<file path="config.mk">
export PLATFORM = sky130hd
export DESIGN_NAME = pd_gimbal_servo_pulse_flat
export DESIGN_NICKNAME = d
export VERILOG_FILES = /design/src/hw/rtl/pdgs_pkg.sv /design/src/hw/rtl/pdgs_if.sv /design/src/hw/rtl/pd_gimbal_servo_pulse.sv /design/src/flat_wrapper.sv
export SDC_FILE = /design/constraint.sdc
export NUM_CORES = 2
export LEC_CHECK = 0
export BUFFER_PORTS_ARGS = -buffer_cell sky130_fd_sc_hd__clkbuf_2
export CORE_AREA = 2 2 313 315
export DETAILED_ROUTE_END_ITERATION = 12
export DIE_AREA = 0 0 315 317
export PLACE_DENSITY_LB_ADDON = 0.15
export SLEW_MARGIN = 40
export SYNTH_ARGS = -nofsm -noshare
export SYNTH_HDL_FRONTEND = slang
export SYNTH_SLANG_ARGS = --single-unit
</file>
<file path="constraint.sdc">
create_clock -name clk -period 12.8 [get_ports clk]
set_input_delay 0.64 -clock clk [delete_from_list [all_inputs] [get_ports clk]]
set_output_delay 0.64 -clock clk [all_outputs]
set_load 0.02 [all_outputs]
</file>
<file path="src/hw/rtl/pdgs_pkg.sv">
// ----------------------------------------------------------------------------
// pdgs_pkg
// Shared widths, register indexes and reset values for the gimbal servo
// pulse block.
// ----------------------------------------------------------------------------
package pdgs_pkg;

    // payload widths
    localparam int ErrW      = 16;
    localparam int PulseW    = 12;
    localparam int CfgIndexW = 3;
    localparam int CfgDataW  = 20;

    // register field widths
    localparam int PropW  = 16;
    localparam int DerivW = 20;
    localparam int LimW   = 12;
    localparam int PpdW   = 16;

    // fraction bits of the command (Q.21) and of the pulse (Q.29)
    localparam int CmdFracW   = 21;
    localparam int PulseFracW = 29;
    localparam int ErrFracW   = 13;

    // configuration register indexes
    typedef enum logic [CfgIndexW-1:0] {
        REG_PROP_GAIN      = 3'd0,
        REG_DERIV_GAIN     = 3'd1,
        REG_DEFLECT_LIMIT  = 3'd2,
        REG_PULSE_PER_DEG  = 3'd3,
        REG_TRIM_PULSE     = 3'd4,
        REG_PULSE_FLOOR    = 3'd5,
        REG_PULSE_CEILING  = 3'd6,
        REG_INVERT_DIR     = 3'd7
    } cfg_index_t;

    // register reset values
    localparam logic [PropW-1:0]  PropGainRst   = 16'd5888;
    localparam logic [DerivW-1:0] DerivGainRst  = 20'd384000;
    localparam logic [LimW-1:0]   DeflectRst    = 12'd1536;
    localparam logic [PpdW-1:0]   PulsePerDegRst = 16'd11366;
    localparam logic [PulseW-1:0] TrimRst       = 12'd1575;
    localparam logic [PulseW-1:0] FloorRst      = 12'd1200;
    localparam logic [PulseW-1:0] CeilingRst    = 12'd1900;

endpackage

</file>
<file path="src/hw/rtl/pdgs_if.sv">
// ----------------------------------------------------------------------------
// pdgs channel interfaces
// Valid/ready channels for error samples, pulse results and register writes.
// ----------------------------------------------------------------------------

// error sample channel
interface pdgs_in_if;
    logic                                valid;
    logic                                ready;
    logic signed [pdgs_pkg::ErrW-1:0]    attitude_error;

    modport source (output valid, output attitude_error, input ready);
    modport sink   (input valid, input attitude_error, output ready);
endinterface

// pulse result channel
interface pdgs_out_if;
    logic                                valid;
    logic                                ready;
    logic [pdgs_pkg::PulseW-1:0]         pulse_width;
    logic                                command_limited;
    logic                                pulse_limited;

    modport source (output valid, output pulse_width, output command_limited,
                    output pulse_limited, input ready);
    modport sink   (input valid, input pulse_width, input command_limited,
                    input pulse_limited, output ready);
endinterface

// register write channel
interface pdgs_cfg_if;
    logic                                valid;
    logic                                ready;
    logic [pdgs_pkg::CfgIndexW-1:0]      index;
    logic [pdgs_pkg::CfgDataW-1:0]       data;

    modport source (output valid, output index, output data, input ready);
    modport sink   (input valid, input index, input data, output ready);
endinterface

</file>
<file path="src/hw/rtl/pd_gimbal_servo_pulse.sv">
// ----------------------------------------------------------------------------
// pd_gimbal_servo_pulse
// One-axis PD gimbal controller with command and pulse-width clamps.
// ----------------------------------------------------------------------------
// Usage:
//   sample : one signed Q2.13 attitude error per control tick (valid/ready).
//   result : one item per sample: pulse width in whole microseconds plus
//            flags telling whether the command or the pulse was clipped.
//   cfg    : register writes, index 0..7, always ready; write only while
//            the block is idle.
// Timing:
//   After a sample is accepted, the sequencer steps one shared 21x26 signed
//   multiplier through the proportional, derivative and pulse-scale
//   products, with one adder and comparator pass for the sum, the command
//   clamp, the trim offset and the pulse clamp, and then writes the result
//   register. One sample is in work at a time. The next sample is taken
//   while a finished result still waits.
// Reset:
//   Registers return to their default tuning and the stored previous error
//   is zero. No item is pending.
// Stall:
//   If the receiver holds ready low, the finished result stays in the output
//   register and the sequencer holds in its last step, taking no sample,
//   until the output register has room for the next one.
// ----------------------------------------------------------------------------
module pd_gimbal_servo_pulse (
    input  logic               clk,
    input  logic               rst_n,
    pdgs_in_if.sink            sample,
    pdgs_out_if.source         result,
    pdgs_cfg_if.sink           cfg
);
    import pdgs_pkg::*;

    localparam int MulAW = 21;
    localparam int MulBW = 26;
    localparam int ProdW = MulAW + MulBW;
    localparam int AccW  = 45;
    localparam int CmdW  = 26;
    localparam int DiffW = ErrW + 1;

    typedef enum logic [2:0] {
        S_IDLE,
        S_MUL_P,
        S_MUL_D,
        S_SUM,
        S_CLAMP_CMD,
        S_MUL_O,
        S_OFFSET,
        S_CLAMP_PULSE
    } state_t;

    // configuration registers
    logic [PropW-1:0]   prop_gain_reg;
    logic [DerivW-1:0]  deriv_gain_reg;
    logic [LimW-1:0]    deflect_limit_reg;
    logic [PpdW-1:0]    pulse_per_deg_reg;
    logic [PulseW-1:0]  trim_reg;
    logic [PulseW-1:0]  floor_reg;
    logic [PulseW-1:0]  ceiling_reg;
    logic               invert_reg;

    // sequencer and datapath state
    state_t                   state_reg;
    logic signed [ErrW-1:0]   err_reg;
    logic signed [ErrW-1:0]   prev_reg;
    logic signed [DiffW-1:0]  diff_reg;
    logic signed [ProdW-1:0]  prod_reg;
    logic signed [AccW-1:0]   acc_reg;
    logic signed [CmdW-1:0]   cmd_reg;
    logic                     cmd_lim_reg;

    // output register
    logic                     out_valid_reg;
    logic [PulseW-1:0]        out_width_reg;
    logic                     out_cmd_lim_reg;
    logic                     out_pls_lim_reg;

    logic signed [MulAW-1:0]  mul_a;
    logic signed [MulBW-1:0]  mul_b;
    logic signed [ProdW-1:0]  mul_p;
    logic signed [AccW-1:0]   lim_pos;
    logic signed [AccW-1:0]   lim_neg;
    logic signed [AccW-1:0]   trim_q29;
    logic signed [AccW-1:0]   floor_q29;
    logic signed [AccW-1:0]   ceil_q29;
    logic signed [AccW-1:0]   offs;
    logic                     sample_take;
    logic                     out_free;

    assign sample.ready = (state_reg == S_IDLE);
    assign sample_take  = sample.valid && sample.ready;
    assign out_free     = !out_valid_reg || result.ready;
    assign cfg.ready    = 1'b1;

    assign result.valid           = out_valid_reg;
    assign result.pulse_width     = out_width_reg;
    assign result.command_limited = out_cmd_lim_reg;
    assign result.pulse_limited   = out_pls_lim_reg;

    // shared multiplier operand select
    always_comb
    begin
        case (state_reg)
            S_MUL_P:
            begin
                mul_a = $signed({{(MulAW-PropW){1'b0}}, prop_gain_reg});
                mul_b = MulBW'(err_reg);
            end
            S_MUL_D:
            begin
                mul_a = $signed({{(MulAW-DerivW){1'b0}}, deriv_gain_reg});
                mul_b = MulBW'(diff_reg);
            end
            default:
            begin
                mul_a = $signed({{(MulAW-PpdW){1'b0}}, pulse_per_deg_reg});
                mul_b = cmd_reg;
            end
        endcase
    end

    assign mul_p = mul_a * mul_b;

    // limits and offsets scaled to the accumulator format
    assign lim_pos   = $signed({{(AccW-LimW-ErrFracW){1'b0}}, deflect_limit_reg,
                                {ErrFracW{1'b0}}});
    assign lim_neg   = -lim_pos;
    assign trim_q29  = $signed({{(AccW-PulseW-PulseFracW){1'b0}}, trim_reg,
                                {PulseFracW{1'b0}}});
    assign floor_q29 = $signed({{(AccW-PulseW-PulseFracW){1'b0}}, floor_reg,
                                {PulseFracW{1'b0}}});
    assign ceil_q29  = $signed({{(AccW-PulseW-PulseFracW){1'b0}}, ceiling_reg,
                                {PulseFracW{1'b0}}});
    assign offs      = invert_reg ? -prod_reg[AccW-1:0] : prod_reg[AccW-1:0];

    // configuration registers
    always_ff @(posedge clk or negedge rst_n)
    begin
        if (!rst_n)
        begin
            prop_gain_reg     <= PropGainRst;
            deriv_gain_reg    <= DerivGainRst;
            deflect_limit_reg <= DeflectRst;
            pulse_per_deg_reg <= PulsePerDegRst;
            trim_reg          <= TrimRst;
            floor_reg         <= FloorRst;
            ceiling_reg       <= CeilingRst;
            invert_reg        <= 1'b0;
        end
        else if (cfg.valid)
        begin
            case (cfg_index_t'(cfg.index))
                REG_PROP_GAIN:     prop_gain_reg     <= cfg.data[PropW-1:0];
                REG_DERIV_GAIN:    deriv_gain_reg    <= cfg.data[DerivW-1:0];
                REG_DEFLECT_LIMIT: deflect_limit_reg <= cfg.data[LimW-1:0];
                REG_PULSE_PER_DEG: pulse_per_deg_reg <= cfg.data[PpdW-1:0];
                REG_TRIM_PULSE:    trim_reg          <= cfg.data[PulseW-1:0];
                REG_PULSE_FLOOR:   floor_reg         <= cfg.data[PulseW-1:0];
                REG_PULSE_CEILING: ceiling_reg       <= cfg.data[PulseW-1:0];
                REG_INVERT_DIR:    invert_reg        <= cfg.data[0];
                default:           invert_reg        <= invert_reg;
            endcase
        end
    end

    // sequencer, datapath and output register
    always_ff @(posedge clk or negedge rst_n)
    begin
        if (!rst_n)
        begin
            state_reg       <= S_IDLE;
            prev_reg        <= '0;
            out_valid_reg   <= 1'b0;
            err_reg         <= '0;
            diff_reg        <= '0;
            prod_reg        <= '0;
            acc_reg         <= '0;
            cmd_reg         <= '0;
            cmd_lim_reg     <= 1'b0;
            out_width_reg   <= '0;
            out_cmd_lim_reg <= 1'b0;
            out_pls_lim_reg <= 1'b0;
        end
        else
        begin
            if (out_valid_reg && result.ready)
            begin
                out_valid_reg <= 1'b0;
            end

            case (state_reg)
                // take a sample, form the error difference
                S_IDLE:
                begin
                    if (sample_take)
                    begin
                        err_reg   <= sample.attitude_error;
                        prev_reg  <= sample.attitude_error;
                        diff_reg  <= DiffW'(sample.attitude_error) - DiffW'(prev_reg);
                        state_reg <= S_MUL_P;
                    end
                end
                // proportional product
                S_MUL_P:
                begin
                    prod_reg  <= mul_p;
                    state_reg <= S_MUL_D;
                end
                // derivative product
                S_MUL_D:
                begin
                    acc_reg   <= prod_reg[AccW-1:0];
                    prod_reg  <= mul_p;
                    state_reg <= S_SUM;
                end
                // PD sum
                S_SUM:
                begin
                    acc_reg   <= acc_reg + prod_reg[AccW-1:0];
                    state_reg <= S_CLAMP_CMD;
                end
                // clamp command to the deflection limit
                S_CLAMP_CMD:
                begin
                    if (acc_reg > lim_pos)
                    begin
                        cmd_reg     <= lim_pos[CmdW-1:0];
                        cmd_lim_reg <= 1'b1;
                    end
                    else if (acc_reg < lim_neg)
                    begin
                        cmd_reg     <= lim_neg[CmdW-1:0];
                        cmd_lim_reg <= 1'b1;
                    end
                    else
                    begin
                        cmd_reg     <= acc_reg[CmdW-1:0];
                        cmd_lim_reg <= 1'b0;
                    end
                    state_reg <= S_MUL_O;
                end
                // scale command to microseconds
                S_MUL_O:
                begin
                    prod_reg  <= mul_p;
                    state_reg <= S_OFFSET;
                end
                // add trim with direction sign
                S_OFFSET:
                begin
                    acc_reg   <= trim_q29 + offs;
                    state_reg <= S_CLAMP_PULSE;
                end
                // floor first, then ceiling, then drop fraction bits;
                // hold here until the output register has room
                S_CLAMP_PULSE:
                begin
                    if (out_free)
                    begin
                        out_cmd_lim_reg <= cmd_lim_reg;
                        if (acc_reg < floor_q29)
                        begin
                            out_width_reg   <= floor_reg;
                            out_pls_lim_reg <= 1'b1;
                        end
                        else if (acc_reg > ceil_q29)
                        begin
                            out_width_reg   <= ceiling_reg;
                            out_pls_lim_reg <= 1'b1;
                        end
                        else
                        begin
                            out_width_reg   <= acc_reg[PulseFracW+PulseW-1:PulseFracW];
                            out_pls_lim_reg <= 1'b0;
                        end
                        out_valid_reg <= 1'b1;
                        state_reg     <= S_IDLE;
                    end
                end
                default:
                begin
                    state_reg <= S_IDLE;
                end
            endcase
        end
    end

endmodule

</file>
<file path="src/flat_wrapper.sv">
// flat-port wrapper written by rule: the top's interface ports become plain ports
module pd_gimbal_servo_pulse_flat import pdgs_pkg::*;
  (clk, rst_n, sample_valid, sample_attitude_error, sample_ready, result_valid, result_pulse_width, result_command_limited, result_pulse_limited, result_ready, cfg_valid, cfg_index, cfg_data, cfg_ready);
  pdgs_in_if sample_i ();
  pdgs_out_if result_i ();
  pdgs_cfg_if cfg_i ();
  input  logic clk;
  input  logic rst_n;
  input wire logic [$bits(sample_i.valid)-1:0] sample_valid;
  input wire logic [$bits(sample_i.attitude_error)-1:0] sample_attitude_error;
  output wire logic [$bits(sample_i.ready)-1:0] sample_ready;
  output wire logic [$bits(result_i.valid)-1:0] result_valid;
  output wire logic [$bits(result_i.pulse_width)-1:0] result_pulse_width;
  output wire logic [$bits(result_i.command_limited)-1:0] result_command_limited;
  output wire logic [$bits(result_i.pulse_limited)-1:0] result_pulse_limited;
  input wire logic [$bits(result_i.ready)-1:0] result_ready;
  input wire logic [$bits(cfg_i.valid)-1:0] cfg_valid;
  input wire logic [$bits(cfg_i.index)-1:0] cfg_index;
  input wire logic [$bits(cfg_i.data)-1:0] cfg_data;
  output wire logic [$bits(cfg_i.ready)-1:0] cfg_ready;
  assign sample_i.valid = sample_valid;
  assign sample_i.attitude_error = sample_attitude_error;
  assign sample_ready = sample_i.ready;
  assign result_valid = result_i.valid;
  assign result_pulse_width = result_i.pulse_width;
  assign result_command_limited = result_i.command_limited;
  assign result_pulse_limited = result_i.pulse_limited;
  assign result_i.ready = result_ready;
  assign cfg_i.valid = cfg_valid;
  assign cfg_i.index = cfg_index;
  assign cfg_i.data = cfg_data;
  assign cfg_ready = cfg_i.ready;
  pd_gimbal_servo_pulse u_core (.clk(clk), .rst_n(rst_n), .sample(sample_i), .result(result_i), .cfg(cfg_i));
endmodule
</file>
==> key figures <==
Die
  – Num ports: 61
  – Die span in x: 315 µm
  – Initial Util: 37.90%
  – Die height: 317 µm
  – # rows: 114
  – CORE AREA: 0.09628 mm²
  – Die area: 0.09986 mm²

Timing
  – Slew @ Worst Pin: 0.9001 ns
  – Unrepaired setup endpoints after global routing: no
  – Setup_tns: 0 ns
  – Final Hold Viols: 0
  – Relative slew slack: 39.59%
  – Period Utilization, post-route: 79.62%
  – Clock skew: 0.01785 ns
  – Max Clk Rate: 98.12 MHz
  – Pins Over Slew Limit: 0
  – Setup violations, final: 0
  – Final Critical Period: 10.19 ns

GRT
  – Vias in the first global route: 29890
  – Initial antenna violation count: 6
  – Pin count of the biggest net entering global routing: 94
  – Total gr overflow: 0
  – Global-route wire length before repair: 189.1 mm
  – Total Routing Usage GR: 25.35%

Synthesis
  – Synth Area in XOR/XNOR: 3.381%
  – Mapped Cells: 4119
  – Synth Register Bits: 269
  – Synth Area in Adders: 37.22%
  – Post-synthesis compound-gate area fraction: 14.02%
  – Yosys cell types: 89
  – Most used DFF post-synth: dfrtp_1
  – Mux contribution to synthesized area: 3.967%
  – Post-synthesis sequential area ratio: 18.57%
  – Post-synthesis simple-gate area fraction: 14.33%
  – Syn avg cell area: 8.860 µm²
  – Post-Syn Area: 0.03649 mm²
  – Ys async rst share: 100.0%
  – Yosys warns: 0
  – Syn Nets: 4939
  – Post-synth EDFFs: 0
  – Largest family of logic cells by synthesized area: adder cells

Setup path
  – CP Class: reg2reg
  – Crit Path Max Fanout: 20
  – Nature of the critical path endpoint: flip-flop
  – Critical path required time: 13.25 ns
  – Crit path DAT: 10.64 ns
  – Kind of start point of the critical path: flip-flop

Place
  – Routability Congestion: 0.9144
  – DP Wirelength: 98.98 mm
  – Port Buffers: 59

Clocking
  – CTS tree: done
  – CTS root buf: clkbuf_16
  – Post-CTS Resized: 0
  – Max clock buf depth: 3
  – # clock sinks: 269
  – H-Tree Depth: 2
  – Cts bufs inserted: 34
  – Clk pin slew, worst setup/hold paths: 0.06 ns
  – Clk_lat worst skew: 0.55 ns

Final layout
  – Area Overhead vs Synth: 8.465%
  – Nets: 4929
  – Fill count: 9815
  – Final design utilization: 41.11%
  – Layout cell share with drive strength beyond 1: 9.678%
  – Most frequent cells in the layout: inv_1, fa_1, nor2_1
  – Commonest non-fill, non-tap cell in the layout: inv_1

Route
  – Number of remaining DRC errors: 0
  – Aggregate routed wire length: 124.6 mm
  – Drt pass-1 iters: 5
  – Via count: 29610
  – Final ANT Viol Nets: 0
  – WL/cell: 23.02 µm
  – Initial drt markers: 2317
  – DR vias/cell: 5.474

Outcome
  – Outcome: complete, no violations

Job
  – MaxCap Viol Count: 0

Worst hold path
  – Hold Path Class: in2reg
[repair_timing]
action / CTS / global route
buffers inserted: 0 / 0
hold buffers: 0 / 1
hold endpoints to repair: 0 / 25
[stage by stage]
stage          hold WS (ns)  setup slack, ns  cells  cell area, µm²
6_report             0.3352            2.608   5410           39580
3_5_place_dp         0.4673            2.678   5347           38460
5_1_grt              0.3248            1.916   5409           39580
3_3_place_gp         0.4630            2.810   5345           38390
2_1_floorplan        0.3444            4.498   4119           36490
4_1_cts              0.1594            2.627   5407           39540
[synth_stat cells (all sizes together) (13+ instances only)]
cell / count / share of area [%]
fa: 516 / 28
mux2i: 22 / 0.60
nor3: 58 / 0.81
inv: 639 / 6.6
a211oi: 33 / 0.68
ha: 260 / 8.9
and3: 31 / 0.53
xor2: 55 / 1.3
o41ai: 20 / 0.48
buf: 13 / 0.15
a22oi: 30 / 0.62
xnor2: 85 / 2.0
dfrtp: 232 / 16
a22o: 15 / 0.36
o31ai: 26 / 0.59
o21bai: 16 / 0.33
nand2: 418 / 4.3
nand3: 53 / 0.73
nor2: 467 / 4.8
a31oi: 15 / 0.26
a21oi: 194 / 2.7
clkbuf: 171 / 1.8
or3: 15 / 0.26
nand4: 27 / 0.46
mux2: 109 / 3.4
o22ai: 18 / 0.31
o211ai: 24 / 0.49
nor4: 15 / 0.36
nor2b: 24 / 0.41
dfstp: 37 / 2.7
o21a: 38 / 0.78
nand2b: 26 / 0.45
a21o: 81 / 1.7
o21ai: 211 / 2.9
[layout make-up]
cell class | instances | area [µm²] | share of cell area (%)
Antenna cell | 1 | 2.502 | 0.006322
Clock buffer | 47 | 970.9 | 2.453
Clock inverter | 13 | 112.6 | 0.2845
Inverter | 640 | 2402 | 6.069
Multi-Input combinational cell | 3026 | 26780 | 67.64
Sequential cell | 269 | 6779 | 17.13
Tap cell | 1276 | 1597 | 4.033
Timing Repair Buffer | 138 | 943.4 | 2.383
[worst paths after layout]
path | to | depth (start not counted) | slack, ns | start
max in group asynchronous | u_core.deflect_limit_reg[5] | 4 | 10.89 | rst_n
min in group asynchronous | u_core.acc_reg[40] | 2 | 0.56 | rst_n
hold reg to reg | u_core.diff_reg[10] | 2 | 0.48 | u_core.diff_reg[10]
setup / recovery | u_core.prod_reg[44] | 27 | 2.61 | u_core.state_reg[1]
setup reg to reg | u_core.prod_reg[44] | 27 | 2.61 | u_core.state_reg[1]
hold / removal | u_core.deriv_gain_reg[19] | 2 | 0.34 | cfg_data[19]
[kinds of logic (layout without fill, tap and decap cells)]
| group | count (synthesis) | count (layout) |
|---|---|---|
| AND/OR/NAND/NOR | 1189 | 1189 |
| other | 1 | 2 |
| XOR/XNOR | 140 | 140 |
| flip-flops | 269 | 269 |
| multiplexers | 131 | 131 |
| buffers and inverters | 824 | 838 |
| adder cells (fa/ha/maj) | 776 | 776 |
| AO/OA/AOI/OAI | 789 | 789 |
[metal layers]
metal	wire (µm)	GRT usage, %	part of all wire (%)
met5	0	0	0
met1	56070	35.95	45
met2	56540	39.98	45
met4	2923	5.844	2.3
met3	9021	4.989	7.2
[worst max-delay path, cell delays in order (launching register included)]
cell and delay (ns):
dfrtp_1 0.84, clkinv_1 0.19, nand2_1 0.57, o22ai_1 0.28, nand2_1 0.59, o21a_1 0.60
nand2_1 0.27, fa_1 0.68, inv_1 0.13, fa_1 0.56, inv_1 0.08, fa_1 0.83
inv_1 0.29, fa_1 0.61, fa_1 0.44, fa_1 0.51, fa_1 0.49, ha_1 0.39
nand2_1 0.10, nand2_1 0.05, a21o_1 0.17, a21oi_1 0.22, inv_1 0.07, o311a_1 0.39
o21bai_1 0.14, a31oi_1 0.11, or3_1 0.31, a31oi_1 0.17
Power is left out: the tool's default activity adds up to more than one toggle a clock period on the data nets, which glitch-free logic cannot reach.
